$ cat src/rtl/mcdr_pkg.sv
// Shared types and constants for the motor command deframer and ramp block.
`timescale 1ns / 1ps

package mcdr_pkg;

  localparam logic [7:0] HDR_BYTE0 = 8'h55;
  localparam logic [7:0] HDR_BYTE1 = 8'hAA;
  localparam logic [7:0] CMD_ID_DRIVE = 8'd2;
  localparam logic [7:0] DRIVE_MODE_STOP = 8'd0;

  localparam int unsigned PAYLOAD_DEPTH = 6;

  // Configuration register indexes
  localparam logic [1:0] REG_STEP_SIZE = 2'd0;
  localparam logic [1:0] REG_STEP_PERIOD = 2'd1;
  localparam logic [1:0] REG_COMMAND_TIMEOUT = 2'd2;
  localparam logic [1:0] REG_SPEED_LIMIT = 2'd3;

  // Configuration reset values
  localparam logic [7:0] STEP_SIZE_RST = 8'd5;
  localparam logic [15:0] STEP_PERIOD_RST = 16'd20;
  localparam logic [15:0] COMMAND_TIMEOUT_RST = 16'd10000;
  localparam logic [14:0] SPEED_LIMIT_RST = 15'd255;

  typedef struct packed {
    logic       mode;     // 0 serial byte, 1 tick
    logic [7:0] rx_byte;
  } in_item_t;

  typedef struct packed {
    logic signed [15:0] left_drive;
    logic signed [15:0] right_drive;
    logic [7:0]         drive_mode;
    logic               command_accepted;
    logic               checksum_error;
  } out_item_t;

  typedef struct packed {
    logic [7:0]  step_size;
    logic [15:0] step_period;
    logic [15:0] command_timeout;
    logic [14:0] speed_limit;
  } cfg_t;

  // Deframer to ramp: a frame that just completed
  typedef struct packed {
    logic               accepted;
    logic               bad_sum;
    logic [7:0]         mode;
    logic signed [15:0] left;
    logic signed [15:0] right;
  } cmd_t;

endpackage

$ cat src/rtl/motor_command_deframer_ramp.sv
// Top level: input register, config registers, deframer, ramp and result register.
//
//   channel  direction  handshake           payload
//   in_      input      in_valid / in_stall   in_item_t  (mode, rx_byte)
//   out_     output     out_valid / out_stall out_item_t (drives, mode, flags)
//   cfg_     input      cfg_we              cfg_index, cfg_wdata
//
// One item per cycle when the result side takes results; each item passes through
// the input register, then the state update into the result register.
// Each item updates deframer and ramp state in the single cycle it leaves the
// input register; one result per item.
// rst_n (synchronous) clears frame search, targets, drives and timers, and
// loads the config defaults.
// out_stall holds the result register; in_stall rises only when both are full.
`timescale 1ns / 1ps

module motor_command_deframer_ramp
  import mcdr_pkg::*;
#(
  parameter int unsigned FRAME_LENGTH = 11
) (
  input  logic        clk,
  input  logic        rst_n,
  input  logic        in_valid,
  output logic        in_stall,
  input  in_item_t    in_item,
  output logic        out_valid,
  input  logic        out_stall,
  output out_item_t   out_item,
  input  logic        cfg_we,
  input  logic [1:0]  cfg_index,
  input  logic [15:0] cfg_wdata
);

  logic      in_valid_r;
  in_item_t  in_item_r;
  logic      out_valid_r;
  out_item_t out_item_r;
  cfg_t      cfg_r;

  logic               advance;
  logic               tick;
  cmd_t               cmd;
  logic signed [15:0] left_nxt, right_nxt;
  logic [7:0]         mode_nxt;

  assign advance   = in_valid_r && (!out_valid_r || !out_stall);
  assign in_stall  = in_valid_r && !advance;
  assign tick      = in_item_r.mode;
  assign out_valid = out_valid_r;
  assign out_item  = out_item_r;

  always_ff @(posedge clk) begin
    if (!rst_n) begin
      cfg_r.step_size       <= STEP_SIZE_RST;
      cfg_r.step_period     <= STEP_PERIOD_RST;
      cfg_r.command_timeout <= COMMAND_TIMEOUT_RST;
      cfg_r.speed_limit     <= SPEED_LIMIT_RST;
    end else if (cfg_we) begin
      case (cfg_index)
        REG_STEP_SIZE:       cfg_r.step_size       <= cfg_wdata[7:0];
        REG_STEP_PERIOD:     cfg_r.step_period     <= cfg_wdata;
        REG_COMMAND_TIMEOUT: cfg_r.command_timeout <= cfg_wdata;
        REG_SPEED_LIMIT:     cfg_r.speed_limit     <= cfg_wdata[14:0];
        default: ;
      endcase
    end
  end

  always_ff @(posedge clk) begin
    if (!rst_n) begin
      in_valid_r <= 1'b0;
    end else if (!in_stall) begin
      in_valid_r <= in_valid;
    end
  end

  always_ff @(posedge clk) begin
    if (in_valid && !in_stall) in_item_r <= in_item;
  end

  mcdr_deframer #(
    .FRAME_LENGTH(FRAME_LENGTH)
  ) u_deframer (
    .clk    (clk),
    .rst_n  (rst_n),
    .byte_en(advance && !tick),
    .rx_byte(in_item_r.rx_byte),
    .cmd    (cmd)
  );

  mcdr_ramp u_ramp (
    .clk      (clk),
    .rst_n    (rst_n),
    .item_en  (advance),
    .tick     (tick),
    .cmd      (cmd),
    .cfg      (cfg_r),
    .left_nxt (left_nxt),
    .right_nxt(right_nxt),
    .mode_nxt (mode_nxt)
  );

  always_ff @(posedge clk) begin
    if (!rst_n) begin
      out_valid_r <= 1'b0;
    end else if (advance) begin
      out_valid_r <= 1'b1;
    end else if (!out_stall) begin
      out_valid_r <= 1'b0;
    end
  end

  always_ff @(posedge clk) begin
    if (advance) begin
      out_item_r.left_drive       <= left_nxt;
      out_item_r.right_drive      <= right_nxt;
      out_item_r.drive_mode       <= mode_nxt;
      out_item_r.command_accepted <= !tick && cmd.accepted;
      out_item_r.checksum_error   <= !tick && cmd.bad_sum;
    end
  end

endmodule

$ cat src/rtl/mcdr_deframer.sv
// Serial byte deframer: header search, payload capture and checksum check.
`timescale 1ns / 1ps

module mcdr_deframer
  import mcdr_pkg::*;
#(
  parameter int unsigned FRAME_LENGTH = 11
) (
  input  logic       clk,
  input  logic       rst_n,
  input  logic       byte_en,
  input  logic [7:0] rx_byte,
  output cmd_t       cmd
);

  localparam logic [3:0] CSUM_POS = 4'(FRAME_LENGTH - 3);
  localparam logic [3:0] LAST_POS = 4'(FRAME_LENGTH - 1);

  logic [3:0] pos_r, pos_nxt;
  logic [7:0] sum_r, sum_nxt;
  logic [7:0] csum_r;
  logic [7:0] payload_r [PAYLOAD_DEPTH];

  logic       in_payload;
  logic [2:0] pay_idx;
  logic       frame_done;
  logic       id_ok;

  assign in_payload = (pos_r >= 4'd2) && (pos_r <= 4'd7);
  assign pay_idx    = 3'(pos_r - 4'd2);
  assign frame_done = byte_en && (pos_r == LAST_POS);
  assign id_ok      = (payload_r[0] == CMD_ID_DRIVE);

  always_comb begin
    pos_nxt = pos_r;
    sum_nxt = sum_r;
    if (pos_r == 4'd0) begin
      if (rx_byte == HDR_BYTE0) begin
        sum_nxt = rx_byte;
        pos_nxt = 4'd1;
      end
    end else if (pos_r == 4'd1) begin
      if (rx_byte == HDR_BYTE1) begin
        sum_nxt = sum_r + rx_byte;
        pos_nxt = 4'd2;
      end else begin
        pos_nxt = 4'd0;
      end
    end else begin
      if (pos_r < CSUM_POS) sum_nxt = sum_r + rx_byte;
      pos_nxt = (pos_r == LAST_POS) ? 4'd0 : pos_r + 4'd1;
    end
  end

  always_ff @(posedge clk) begin
    if (!rst_n) begin
      pos_r <= '0;
      sum_r <= '0;
    end else if (byte_en) begin
      pos_r <= pos_nxt;
      sum_r <= sum_nxt;
    end
  end

  // payload and checksum byte hold no reset; all are written before a frame completes
  always_ff @(posedge clk) begin
    if (byte_en && in_payload) payload_r[pay_idx] <= rx_byte;
    if (byte_en && pos_r == CSUM_POS && pos_r >= 4'd2) csum_r <= rx_byte;
  end

  always_comb begin
    cmd.accepted = frame_done && id_ok && (csum_r == sum_r);
    cmd.bad_sum  = frame_done && id_ok && (csum_r != sum_r);
    cmd.mode     = payload_r[1];
    cmd.left     = {payload_r[3], payload_r[2]};
    cmd.right    = {payload_r[5], payload_r[4]};
  end

endmodule

$ cat src/rtl/mcdr_ramp.sv
// Drive targets, slew-limited current values, ramp timer and command timeout.
`timescale 1ns / 1ps

module mcdr_ramp
  import mcdr_pkg::*;
(
  input  logic               clk,
  input  logic               rst_n,
  input  logic               item_en,
  input  logic               tick,
  input  cmd_t               cmd,
  input  cfg_t               cfg,
  output logic signed [15:0] left_nxt,
  output logic signed [15:0] right_nxt,
  output logic [7:0]         mode_nxt
);

  logic signed [15:0] left_tgt_r, right_tgt_r, left_cur_r, right_cur_r;
  logic signed [15:0] left_tgt_nxt, right_tgt_nxt;
  logic [15:0]        elapsed_r, elapsed_nxt;
  logic [15:0]        age_r, age_nxt;
  logic [7:0]         mode_r;

  logic [16:0]        age_inc;
  logic               expired;
  logic [15:0]        elapsed_inc;
  logic signed [15:0] lim_pos, lim_neg;

  function automatic logic signed [15:0] ramp_toward(
    input logic signed [15:0] cur,
    input logic signed [15:0] tgt,
    input logic [7:0]         st
  );
    logic signed [17:0] up, dn, t;
    logic signed [15:0] res;
    begin
      t   = 18'(tgt);
      up  = 18'(cur) + 18'(st);
      dn  = 18'(cur) - 18'(st);
      res = cur;
      if (cur < tgt) res = (up > t) ? tgt : up[15:0];
      else if (cur > tgt) res = (dn < t) ? tgt : dn[15:0];
      return res;
    end
  endfunction

  function automatic logic signed [15:0] clamp(
    input logic signed [15:0] v,
    input logic signed [15:0] hi,
    input logic signed [15:0] lo
  );
    begin
      if (v > hi) return hi;
      if (v < lo) return lo;
      return v;
    end
  endfunction

  assign lim_pos     = {1'b0, cfg.speed_limit};
  assign lim_neg     = -lim_pos;
  assign age_inc     = {1'b0, age_r} + 17'd1;
  assign expired     = age_inc > {1'b0, cfg.command_timeout};
  assign elapsed_inc = (elapsed_r == 16'hFFFF) ? elapsed_r : elapsed_r + 16'd1;

  always_comb begin
    left_tgt_nxt  = left_tgt_r;
    right_tgt_nxt = right_tgt_r;
    left_nxt      = left_cur_r;
    right_nxt     = right_cur_r;
    elapsed_nxt   = elapsed_r;
    age_nxt       = age_r;
    mode_nxt      = mode_r;
    if (tick) begin
      age_nxt = age_inc[16] ? 16'hFFFF : age_inc[15:0];
      if (elapsed_inc >= cfg.step_period) begin
        left_nxt    = ramp_toward(left_cur_r, left_tgt_r, cfg.step_size);
        right_nxt   = ramp_toward(right_cur_r, right_tgt_r, cfg.step_size);
        elapsed_nxt = '0;
      end else begin
        elapsed_nxt = elapsed_inc;
      end
      // timeout stop: targets drop, currents ramp down from here
      if (expired && (left_tgt_r != 16'sd0 || right_tgt_r != 16'sd0)) begin
        left_tgt_nxt  = '0;
        right_tgt_nxt = '0;
        age_nxt       = '0;
      end
    end else if (cmd.accepted) begin
      mode_nxt = cmd.mode;
      if (cmd.mode == DRIVE_MODE_STOP) begin
        left_tgt_nxt  = '0;
        right_tgt_nxt = '0;
        left_nxt      = '0;
        right_nxt     = '0;
      end else begin
        left_tgt_nxt  = clamp(cmd.left, lim_pos, lim_neg);
        right_tgt_nxt = clamp(cmd.right, lim_pos, lim_neg);
        age_nxt       = '0;
      end
    end
  end

  always_ff @(posedge clk) begin
    if (!rst_n) begin
      left_tgt_r  <= '0;
      right_tgt_r <= '0;
      left_cur_r  <= '0;
      right_cur_r <= '0;
      elapsed_r   <= '0;
      age_r       <= '0;
      mode_r      <= '0;
    end else if (item_en) begin
      left_tgt_r  <= left_tgt_nxt;
      right_tgt_r <= right_tgt_nxt;
      left_cur_r  <= left_nxt;
      right_cur_r <= right_nxt;
      elapsed_r   <= elapsed_nxt;
      age_r       <= age_nxt;
      mode_r      <= mode_nxt;
    end
  end

endmodule
$ cat config.mk
export PLATFORM = sky130hd
export DESIGN_NAME = motor_command_deframer_ramp
export DESIGN_NICKNAME = d
export VERILOG_FILES = /design/src/rtl/mcdr_pkg.sv /design/src/rtl/motor_command_deframer_ramp.sv /design/src/rtl/mcdr_deframer.sv /design/src/rtl/mcdr_ramp.sv
export SDC_FILE = /design/constraint.sdc
export NUM_CORES = 1
export LEC_CHECK = 0
export BUFFER_PORTS_ARGS = -buffer_cell sky130_fd_sc_hd__buf_2
export CORE_UTILIZATION = 55
export DETAILED_ROUTE_END_ITERATION = 6
export PLACE_DENSITY_LB_ADDON = 0.15
export SLEW_MARGIN = 20
export SYNTH_ARGS = -nofsm -noshare
export SYNTH_HDL_FRONTEND = slang
export SYNTH_SLANG_ARGS = --single-unit
$ cat constraint.sdc
create_clock -name clk -period 10.2 [get_ports clk]
set_clock_uncertainty 0.2 [all_clocks]
set_input_delay 0.51 -clock clk [delete_from_list [all_inputs] [get_ports clk]]
set_output_delay 0.51 -clock clk [all_outputs]
set_load 0.02 [all_outputs]
* Word level (Yosys, flattened, before mapping) *
Memories as Yosys holds them, arrays and structs flattened.
Cells that the tools add are included.

cells by class
  $add $sub $neg = 10
  magnitude comparators = 17
  equality and inequality tests = 17
  multiplexer cells = 72
  reductions and logical operators = 38

operators by type and width
  operator                                        count
  2-to-1 mux 16 bit                               38
  > comparator 16 bit                             4
  < comparator 16 bit                             4
  2-to-1 mux 8 bit                                7
  > comparator 17 x 16 -> 1 bit                   3
  adder 16 x 9 -> 17 bit                          2
  < comparator 17 x 16 -> 1 bit                   2
  subtractor 16 x 9 -> 17 bit                     2
  nonzero test 16 bit                             2
  2-to-1 mux 1 bit                                22
  adder 16 x 1 -> 17 bit (second input constant)  1
  adder 16 x 1 -> 16 bit (second input constant)  1
  == test 16 bit (second input constant)          1
  >= comparator 16 bit                            1
  2-to-1 mux 4 bit                                4
  negator 15 -> 16 bit                            1
  logical AND 1 bit                               15
  AND reduction 2 bit                             6
  adder 8 bit                                     1
  == test 4 bit (second input constant)           2
  == test 8 x 2 -> 1 bit (second input constant)  1
  == test 8 x 7 -> 1 bit (second input constant)  1
  == test 8 bit                                   1
  == test 8 bit (second input constant)           1
  other kinds (22)                                31

storage, ports and cells
  bits in registers = 232
  memory bits (writable) = 48
  bits of input ports = 32
  output and inout port bits = 44
  memories kept = 1

memory list
  memory                depth  width  rd ports  clocked after Yosys merged registers in  write ports  RTL line             text
  u_deframer.payload_r  6      8      6         0                                        1            mcdr_deframer.sv:22  logic [7:0] payload_r [PAYLOAD_DEPTH];

* Depth between registers and ports, before layout *
Gate-level depths: netlist of run 1.

  word-level depth = 18
  mapped depth = 23

* Modules after synthesis *
From an unflattened synthesis of run 1, not the netlist that was laid out.

unflattened totals
  cell total of the unflattened synthesis = 2,303
  area, all modules = 20,256.9 sq um

by module, submodules not included
  module                       instances  cells each  area an instance (sq um)  seq. area each (sq um)
  mcdr_ramp                    1          1,824       13,660.6                  2,082.0
  motor_command_deframer_ramp  1          277         3,761.1                   2,672.6
  mcdr_deframer                1          202         2,835.2                   1,921.8

* Least setup slack after synthesis of run 1 *
Ideal clock, no wire load.

  path kind = reg2reg
  start = register cfg_r[47] (netlist bit)
  end = register out_item_r, in the netlist out_item[38], data pin
  arrival = 4,382 ps
  required time = 9,743 ps
  slack = 5,362 ps
  cell stages (with the launch flop) = 21
  path through = dfxtp_1 ha_1 inv_1 fa_1 a21o_1 a21oi_1 nor2b_1 o311a_1 nor4_1 xor2_1 ha_1 nand4_1 a2111oi_0 nor3_1 o21ai_0 mux2_2 buf_1 nor2_1 a221oi_1 nand2_1 a32o_1

on the way
  longest elaborated chain between the ends = 7

ends and longest elaborated chain
  what                            RTL line                           text
  start, declared                 motor_command_deframer_ramp.sv:39  cfg_t cfg_r;
  subtractor 16 x 9 -> 17 bit     mcdr_ramp.sv:39                    dn = 18'(cur) - 18'(st);
  < comparator 17 x 16 -> 1 bit   mcdr_ramp.sv:42                    else if (cur > tgt) res = (dn < t) ? tgt : dn[15:0];
  2-to-1 mux 16 bit (2 in a row)  mcdr_ramp.sv:42
  2-to-1 mux 16 bit *             mcdr_ramp.sv:41                    if (cur < tgt) res = (up > t) ? tgt : up[15:0];
  2-to-1 mux 16 bit *             mcdr_ramp.sv:75                    if (elapsed_inc >= cfg.step_period) begin
  2-to-1 mux 16 bit *             mcdr_ramp.sv:73                    if (tick) begin
  via left_nxt[12]                motor_command_deframer_ramp.sv:44  logic signed [15:0] left_nxt, right_nxt;
  end, declared                   motor_command_deframer_ramp.sv:38  out_item_t out_item_r;

The timed path passes the listed nets; every way through them passes the cells marked *.
A chain may end at the register's enable or synchronous reset.

* Worst setup path in the final report of run 1 *
  start = register cfg_r[52] (netlist bit)
  end = register out_item_r, in the netlist out_item[36], data pin

The elaborated chain is that of the path after synthesis.

==> results of run 1 <==
final timing paths:
path | from | endpoint | slack, ps | cells past startpoint
setup / recovery | cfg_r[52] | out_item[36] | 4170 | 16
hold / removal | cfg_wdata[8] | cfg_r[39] | 20 | 3
hold reg to reg | cfg_r[39] | cfg_r[39] | 250 | 2
setup reg to reg | cfg_r[52] | out_item[36] | 4170 | 16
sequential cells by signal (all words and copies together), names as in the netlist, 4 cells and up:
| signal | flops |
|---|---|
| cfg_r | 55 |
| u_deframer.payload_r | 48 |
| out_item | 42 |
| u_ramp.age_r | 16 |
| u_ramp.elapsed_r | 16 |
| u_ramp.left_cur_r | 16 |
| u_ramp.left_tgt_r | 16 |
| u_ramp.right_cur_r | 16 |
| u_ramp.right_tgt_r | 16 |
| in_item_r | 8 |
| u_deframer.csum_r | 8 |
| u_deframer.sum_r | 8 |
| u_ramp.mode_r | 8 |
| u_deframer.pos_r | 4 |
power breakdown:
part | internal, mW | switching, mW
clock network | 0.618 | 0.465
registers | 1.18 | 0.0274
logic | 0.216 | 0.358
Yosys cell counts, types with 7 or more instances:
master	n	area share, %
nand2b_1	15	0.48
a31oi_1	18	0.57
and3_1	27	0.86
inv_1	142	2.7
nor3_1	33	0.84
ha_1	232	15
and2_1	14	0.44
nand2_1	285	5.4
nor4_1	30	0.95
and4_1	8	0.36
xor2_1	44	2.0
nor2_1	151	2.9
nand3_1	49	1.2
edfxtp_1	107	16
o221ai_1	7	0.31
nor3b_1	8	0.30
a211oi_1	20	0.76
nor2b_1	34	1.1
a21oi_1	150	3.8
o31ai_1	13	0.49
mux2i_1	49	2.5
or3_1	11	0.35
a21o_1	31	1.2
a22o_1	16	0.71
clkbuf_1	85	1.6
o31a_1	8	0.36
a32oi_1	7	0.31
nand4_1	38	1.2
o21a_1	25	0.95
a22oi_1	13	0.49
buf_2	14	0.36
mux2_2	17	0.97
o211ai_1	31	1.2
o21ai_0	131	3.3
o22ai_1	21	0.67
or2_2	10	0.32
a21boi_0	35	1.3
dfxtp_1	173	18
o21bai_1	11	0.42
xnor2_1	53	2.4
cells by family (layout without fill, tap and decap cells):
logic type	after synthesis	in the layout	share of synthesized area, %
simple gates	742	742	18.0
compound gates	608	608	20.2
flops	280	280	33.8
buf+inv	251	313	4.91
fa+ha+maj	237	237	15.2
xor+xnor	97	97	4.31
mux	66	66	3.46
cells in the final DEF, fill, tap and decap left out, types with 15 or more instances in the layout:
cell,synthesis,final
nor4_1,30,28
inv_1,142,142
nand3_1,49,49
buf_2,14,75
a31oi_1,18,18
o211ai_1,31,31
buf_4,0,22
nand4_1,38,38
edfxtp_1,107,107
dfxtp_1,173,173
a211oi_1,20,20
and3_1,27,27
mux2i_1,49,49
nand2_1,285,285
dlygate4sd3_1,0,15
o21a_1,25,25
mux2_2,17,17
a21oi_1,150,149
a22o_1,16,16
clkbuf_16,0,31
o22ai_1,21,21
a21o_1,31,31
a21boi_0,35,35
ha_1,232,232
nand2b_1,15,15
nor3_1,33,33
xor2_1,44,44
xnor2_1,53,53
nor2_1,151,151
nor2b_1,34,34
o21ai_0,131,131
timing repair:
item	4_1_cts	5_1_grt
hold buffers	15	0
hold endpoints to repair	17	0
resized for setup	0	0
tightest hold or removal path, cell delays in order:
cell and delay (ps):
buf_2 140, nand2_1 60, a21oi_1 50
cell type report:
cell class / count / area [sq um]
Inverter: 144 / 541
Fill cell: 3136 / 13800
Multi-Input combinational cell: 1750 / 12100
Tap cell: 461 / 577
Clock inverter: 13 / 98.8
Clock buffer: 44 / 875
Sequential cell: 280 / 6680
Timing Repair Buffer: 112 / 691
metal layers:
metal | routed length (um) | track usage [%]
met4 | 2380 | 13.3
met5 | 0 | 0
met3 | 4390 | 4.33
met2 | 26400 | 51.8
met1 | 24800 | 41.3
==> results.sh, run 1 <==
export IMPL_tightest_slew_ps=1090
export IMPL_grt_max_degree=87
export IMPL_ys_warn_count=0
export IMPL_worstPathArrival_ps=6150
export IMPL_initial_core_util_pct=55.7
export IMPL_crit_fanout=20
export IMPL_worst_ir_drop_vdd_uv=127
export IMPL_placed_area_sq_mm=0.0205
export IMPL_hpwl_um=43600
export IMPL_stdcell_area_sq_mm=0.0216
export IMPL_placedCellCount=2732
export IMPL_n_antenna_cell=0
export IMPL_grt_pass1_vias=16600
export IMPL_die_h_um=191
export IMPL_route_vias_total=17400
export IMPL_clock_path_buffers=3
export IMPL_grt_usage_pct=31.5
export IMPL_hp_class="input pin to flop"
export IMPL_synth_distinct_cells=89
export IMPL_rows=69
export IMPL_finalWeightedCongestion=1.03
export IMPL_synth_async_reset_ratio_pct=0
export IMPL_syn2layout_area_growth_pct=9.34
export IMPL_crit_slowest_cell="a2111oi_0"
export IMPL_postRouteAntennaNets=0
export IMPL_startpoint_type="flop"
export IMPL_ys_ff_latch=280
export IMPL_firstDrtPassIters=5
export IMPL_clk_pin_slew_ps=60
export IMPL_p_per_area_mw_per_mm2=133
export IMPL_fin_nets=2588
export IMPL_period_share_pct=59.1
export IMPL_dieArea_sq_mm=0.0366
export IMPL_cp_required_ps=10330
export IMPL_relSlewSlack_pct=25.6
export IMPL_syn_inst=2281
export IMPL_via_per_inst=6.22
export IMPL_synth_area_sq_mm=0.0197
export IMPL_fmax_ghz=0.166
export IMPL_clock_latency_ps=590
export IMPL_synth_edf_count=107
export IMPL_rsz0062_at_grt="no"
export IMPL_p_leak_nw=8.91
export IMPL_fin_crit_ps=6030
export IMPL_fin_hold_ws_ps=20.4
export IMPL_grt_antenna_before_repair=0
export IMPL_grt_pass1_wl_um=90300
export IMPL_setup_slack_ps=4170
export IMPL_finalNonFillerCells=2804
export IMPL_max_cap_violations=0
export IMPL_first_iter_violations=1235
export IMPL_cts_buffers=31
export IMPL_htreeDepth=1
export IMPL_cts_tree="done"
export IMPL_clockRootBuffer="clkbuf_16"
export IMPL_post_cts_buffers=0
export IMPL_drc_errors=0
export IMPL_synthFlopType="dfxtp_1"
export IMPL_wl_per_cell_um=20.7
export IMPL_p_total_mw=2.87
export IMPL_ios=76
export IMPL_critPathBufInv=1
export IMPL_core_area_sq_mm=0.0354
export IMPL_tns_ps=0
export IMPL_port_buffers=75
export IMPL_finalMaxSlewViolations=0
export IMPL_place_ws_ps=4420
export IMPL_end_kind="flop"
export IMPL_final_hold_viol_count=0
export IMPL_clock_sinks=280
export IMPL_fin_util_pct=61.0
export IMPL_die_x_um=191
export IMPL_cp_slowest_stage_delay_ps=970
export IMPL_drive_above_1_share_pct=8.66
export IMPL_crit_type="flop to flop"
export IMPL_gr_total_overflow=0
export IMPL_syn_nets=2550
export IMPL_cp_cell_sequence="inv_1, ha_1, nor3_1, a2111oi_0, o21bai_1, a21oi_1, nor2_1, xor2_1, ha_1, a21o_1, a221oi_1, o21ai_0, o21bai_2, mux2i_1, a21oi_1, a32o_1"
export IMPL_cp_top_family="compound AO/OA/AOI/OAI gates"
export IMPL_ys_seq_area_share_pct=33.8
export IMPL_setup_viol=0
export IMPL_outcome="finished, final reports clean"
export IMPL_synth_avg_cell_area_sq_um=8.65
export IMPL_wl_um=58000
Note: power is estimated with default switching activity, not from simulation.
==> inputs of run 2 (changes only) <==
ABC_AREA = 1   (was not set)
clock period = 6.25 ns   (was 10.2 ns; I/O delays follow)
==> run 2 against run 1 <==
Sequential cell count is the same. Clock power increased by 75%. Worst setup slack worse by 2700 ps. Maximum frequency rose by 25%.
==> results.sh, run 2 <==
export IMPL_relSlewSlack_pct=25.9
export IMPL_largest_register="cfg_r"
export IMPL_initial_core_util_pct=56.0
export IMPL_yosysTopAreaCell="dfxtp_1"
export IMPL_hpwl_um=50100
export IMPL_grt_antenna_before_repair=1
export IMPL_grt_pass1_wl_um=108000
export IMPL_setup_viol=0
export IMPL_synthTopCellsByArea="dfxtp_1, edfxtp_1, ha_1"
export IMPL_met2_usage_pct=55.1
export IMPL_r2r_start="cfg_r[54]"
export IMPL_end_kind="flop"
export IMPL_clock_sinks=280
export IMPL_gr_total_overflow=0
export IMPL_largest_reg_flops=55
export IMPL_syn_inst=3050
export IMPL_fill_cells=3622
export IMPL_clk_pin_slew_ps=70
export IMPL_ys_seq_area_share_pct=30.8
export IMPL_first_iter_violations=1819
export IMPL_worstPathArrival_ps=5090
export IMPL_ys_warn_count=0
export IMPL_startpoint_type="flop"
export IMPL_p_sw_mw=2.01
export IMPL_crit_type="flop to flop"
export IMPL_tightest_slew_ps=1110
export IMPL_clock_path_buffers=3
export IMPL_grt_usage_pct=33.7
export IMPL_outcome="finished, final reports clean"
export IMPL_met1_usage_pct=44.9
export IMPL_clock_latency_ps=630
export IMPL_swShare_pct=36.3
export IMPL_worst_r2r_cell_count=24
export IMPL_p_int_mw=3.54
export IMPL_synth_top_area_share_pct=16.0
export IMPL_core_area_sq_mm=0.0387
export IMPL_reg2reg_to="u_ramp.left_cur_r[9]"
export IMPL_synth_edf_count=107
export IMPL_synth_avg_cell_area_sq_um=7.11
export IMPL_pwr_share_comb_pct=29.4
export IMPL_route_vias_total=21200
export IMPL_n_antenna_cell=0
export IMPL_critPathCapture="u_ramp.left_cur_r[9]"
export IMPL_final_hold_viol_count=0
export IMPL_clockRootBuffer="clkbuf_16"
export IMPL_p_per_area_mw_per_mm2=234
export IMPL_synth_most_common_cell="nand2_1"
export IMPL_crit_fanout=18
export IMPL_rsz0062_at_grt="no"
export IMPL_period_share_pct=77.0
export IMPL_clock_power_share_pct=34.1
export IMPL_synthTopCellsByCount="nand2_1, inv_1, nand3_1"
export IMPL_wl_um=68700
export IMPL_firstDrtPassIters=6
export IMPL_finalWeightedCongestion=1.01
export IMPL_drc_errors=0
export IMPL_grt_pass1_vias=19900
export IMPL_placedCellCount=3552
export IMPL_fmax_ghz=0.208
export IMPL_finalMaxSlewViolations=0
export IMPL_htreeDepth=1
export IMPL_synth_async_reset_ratio_pct=0
export IMPL_cts_buffers=30
export IMPL_rrSetupSlack_ps=1440
export IMPL_layout_common_cells="nand2_1, inv_1, nand3_1, a21oi_1, ha_1"
export IMPL_drive_above_1_share_pct=8.44
export IMPL_grtUsageMet3_pct=5.24
export IMPL_tns_ps=0
export IMPL_synth_area_sq_mm=0.0217
export IMPL_fin_nets=3374
export IMPL_layout_commonest_cell="nand2_1"
export IMPL_ys_ff_latch=280
export IMPL_fin_crit_ps=4810
export IMPL_syn_nets=3319
export IMPL_max_cap_violations=0
export IMPL_wl_per_cell_um=18.8
export IMPL_rows=72
export IMPL_port_buffers=75
export IMPL_finalNonFillerCells=3647
export IMPL_grt_max_degree=84
export IMPL_hold_start="cfg_we"
export IMPL_power_share_sequential_pct=36.6
export IMPL_synth_distinct_cells=60
export IMPL_post_cts_buffers=0
export IMPL_die_h_um=201
export IMPL_p_leak_nw=11.3
export IMPL_worst_ir_drop_vdd_uv=226
export IMPL_cp_required_ps=6530
export IMPL_die_x_um=201
export IMPL_crit_path_start="cfg_r[54]"
export IMPL_syn2layout_area_growth_pct=9.33
export IMPL_via_per_inst=5.82
export IMPL_cts_tree="done"
export IMPL_hp_class="input pin to flop"
export IMPL_postRouteAntennaNets=0
export IMPL_dieArea_sq_mm=0.0403
export IMPL_synthFlopType="dfxtp_1"
export IMPL_grt_busiest_layer="met2"
export IMPL_ios=76
==> run 2: cell types whose count changed after synthesis, moves of 25 or more <==
cell / delta
a21boi_0: -35
a21oi_1: +100
inv_1: +244
o21ai_1: +33
nand4_1: +38
nor2b_1: -33
and3_1: -25
mux2i_1: -49
nand3_1: +208
xnor2_1: -42
nand2_1: +484
clkbuf_1: -39
==> run 2: layer usage <==
layer  part of all wire, %  routed length (um)
met5                     0                   0
met4                   3.4                2340
met3                   8.5                5860
met2                    46               31400
met1                    42               29200
==> run 2: area by class of cell <==
type                            count  area, sq um  area share [%]
Clock buffer                       36          793            3.34
Clock inverter                     20          248            1.04
Inverter                          412         1550            6.55
Multi-Input combinational cell   2251        12900            54.5
Sequential cell                   280         6680            28.1
Tap cell                          518          648            2.73
Timing Repair Buffer              130          886            3.73
==> run 2: power by group through the flow <==
stage                     clock network [mW]  logic, mW  registers (mW)
final                                   1.89       1.63            2.03
after global routing                    1.98       1.81            2.03
after CTS                               1.92       1.59            2.03
after detailed placement                   0       1.56            2.07
after global placement                     0       1.54            2.07
after floorplan                            0       1.18            2.04
==> run 2: worst min path at each step <==
stage | end | slack (ps) | cells past startpoint
global route | cfg_r[49] | 90 | 4
floorplan | in_item_r[0] | 210 | 0
finish | cfg_r[49] | 40 | 4
global placement | cfg_r[42] | 250 | 2
detailed placement | cfg_r[22] | 250 | 2
CTS | cfg_r[49] | 20 | 4
==> run 2: worst max-delay path: stages, from the launching register on <==
cell and delay [ps]:
dfxtp_1 380, inv_1 170, ha_1 380, inv_1 240, nand2_1 140, o21ai_1 200, nand2_1 70, nand2_1 160
xor2_1 270, inv_1 100, ha_1 300, a21oi_1 130, o21ai_0 100, a21oi_1 230, nand4_2 420, nand2_4 400
inv_1 150, nand2_1 80, nand3_1 70, nand2_1 140, nand2_1 70, nand2_1 90, nand3_1 70, nand2_1 100
inv_1 40
==> run 2: cell families (layout without fill, tap and decap cells) <==
logic type	count (synthesis)	after routing	share of synthesized area [%]
compound gates	521	521	13.3
xor+xnor	78	78	3.15
fa+ha+maj	237	237	13.8
buf+inv	519	598	9.74
flops	280	280	30.8
simple gates	1415	1415	29.2
==> run 2: per-stage QoR <==
step           setup WS (ps)  total power, mW  utilization [%]  area (sq um)  hold WS [ps]
3_5_place_dp            1520             3.63             57.5         22300           255
6_report                1440             5.55             61.2         23700          36.2
3_3_place_gp            1540             3.61             57.5         22300           250
4_1_cts                 1490             5.53             61.2         23700          15.2
2_1_floorplan           2650             3.22                -         21700           211
5_1_grt                 1050             5.82             61.2         23700          87.0
==> run 2: repair_timing <==
| item | 4_1_cts | 5_1_grt |
|---|---|---|
| resized for setup | 0 | 0 |
| hold endpoints to repair | 60 | 0 |
| hold buffers | 39 | 0 |
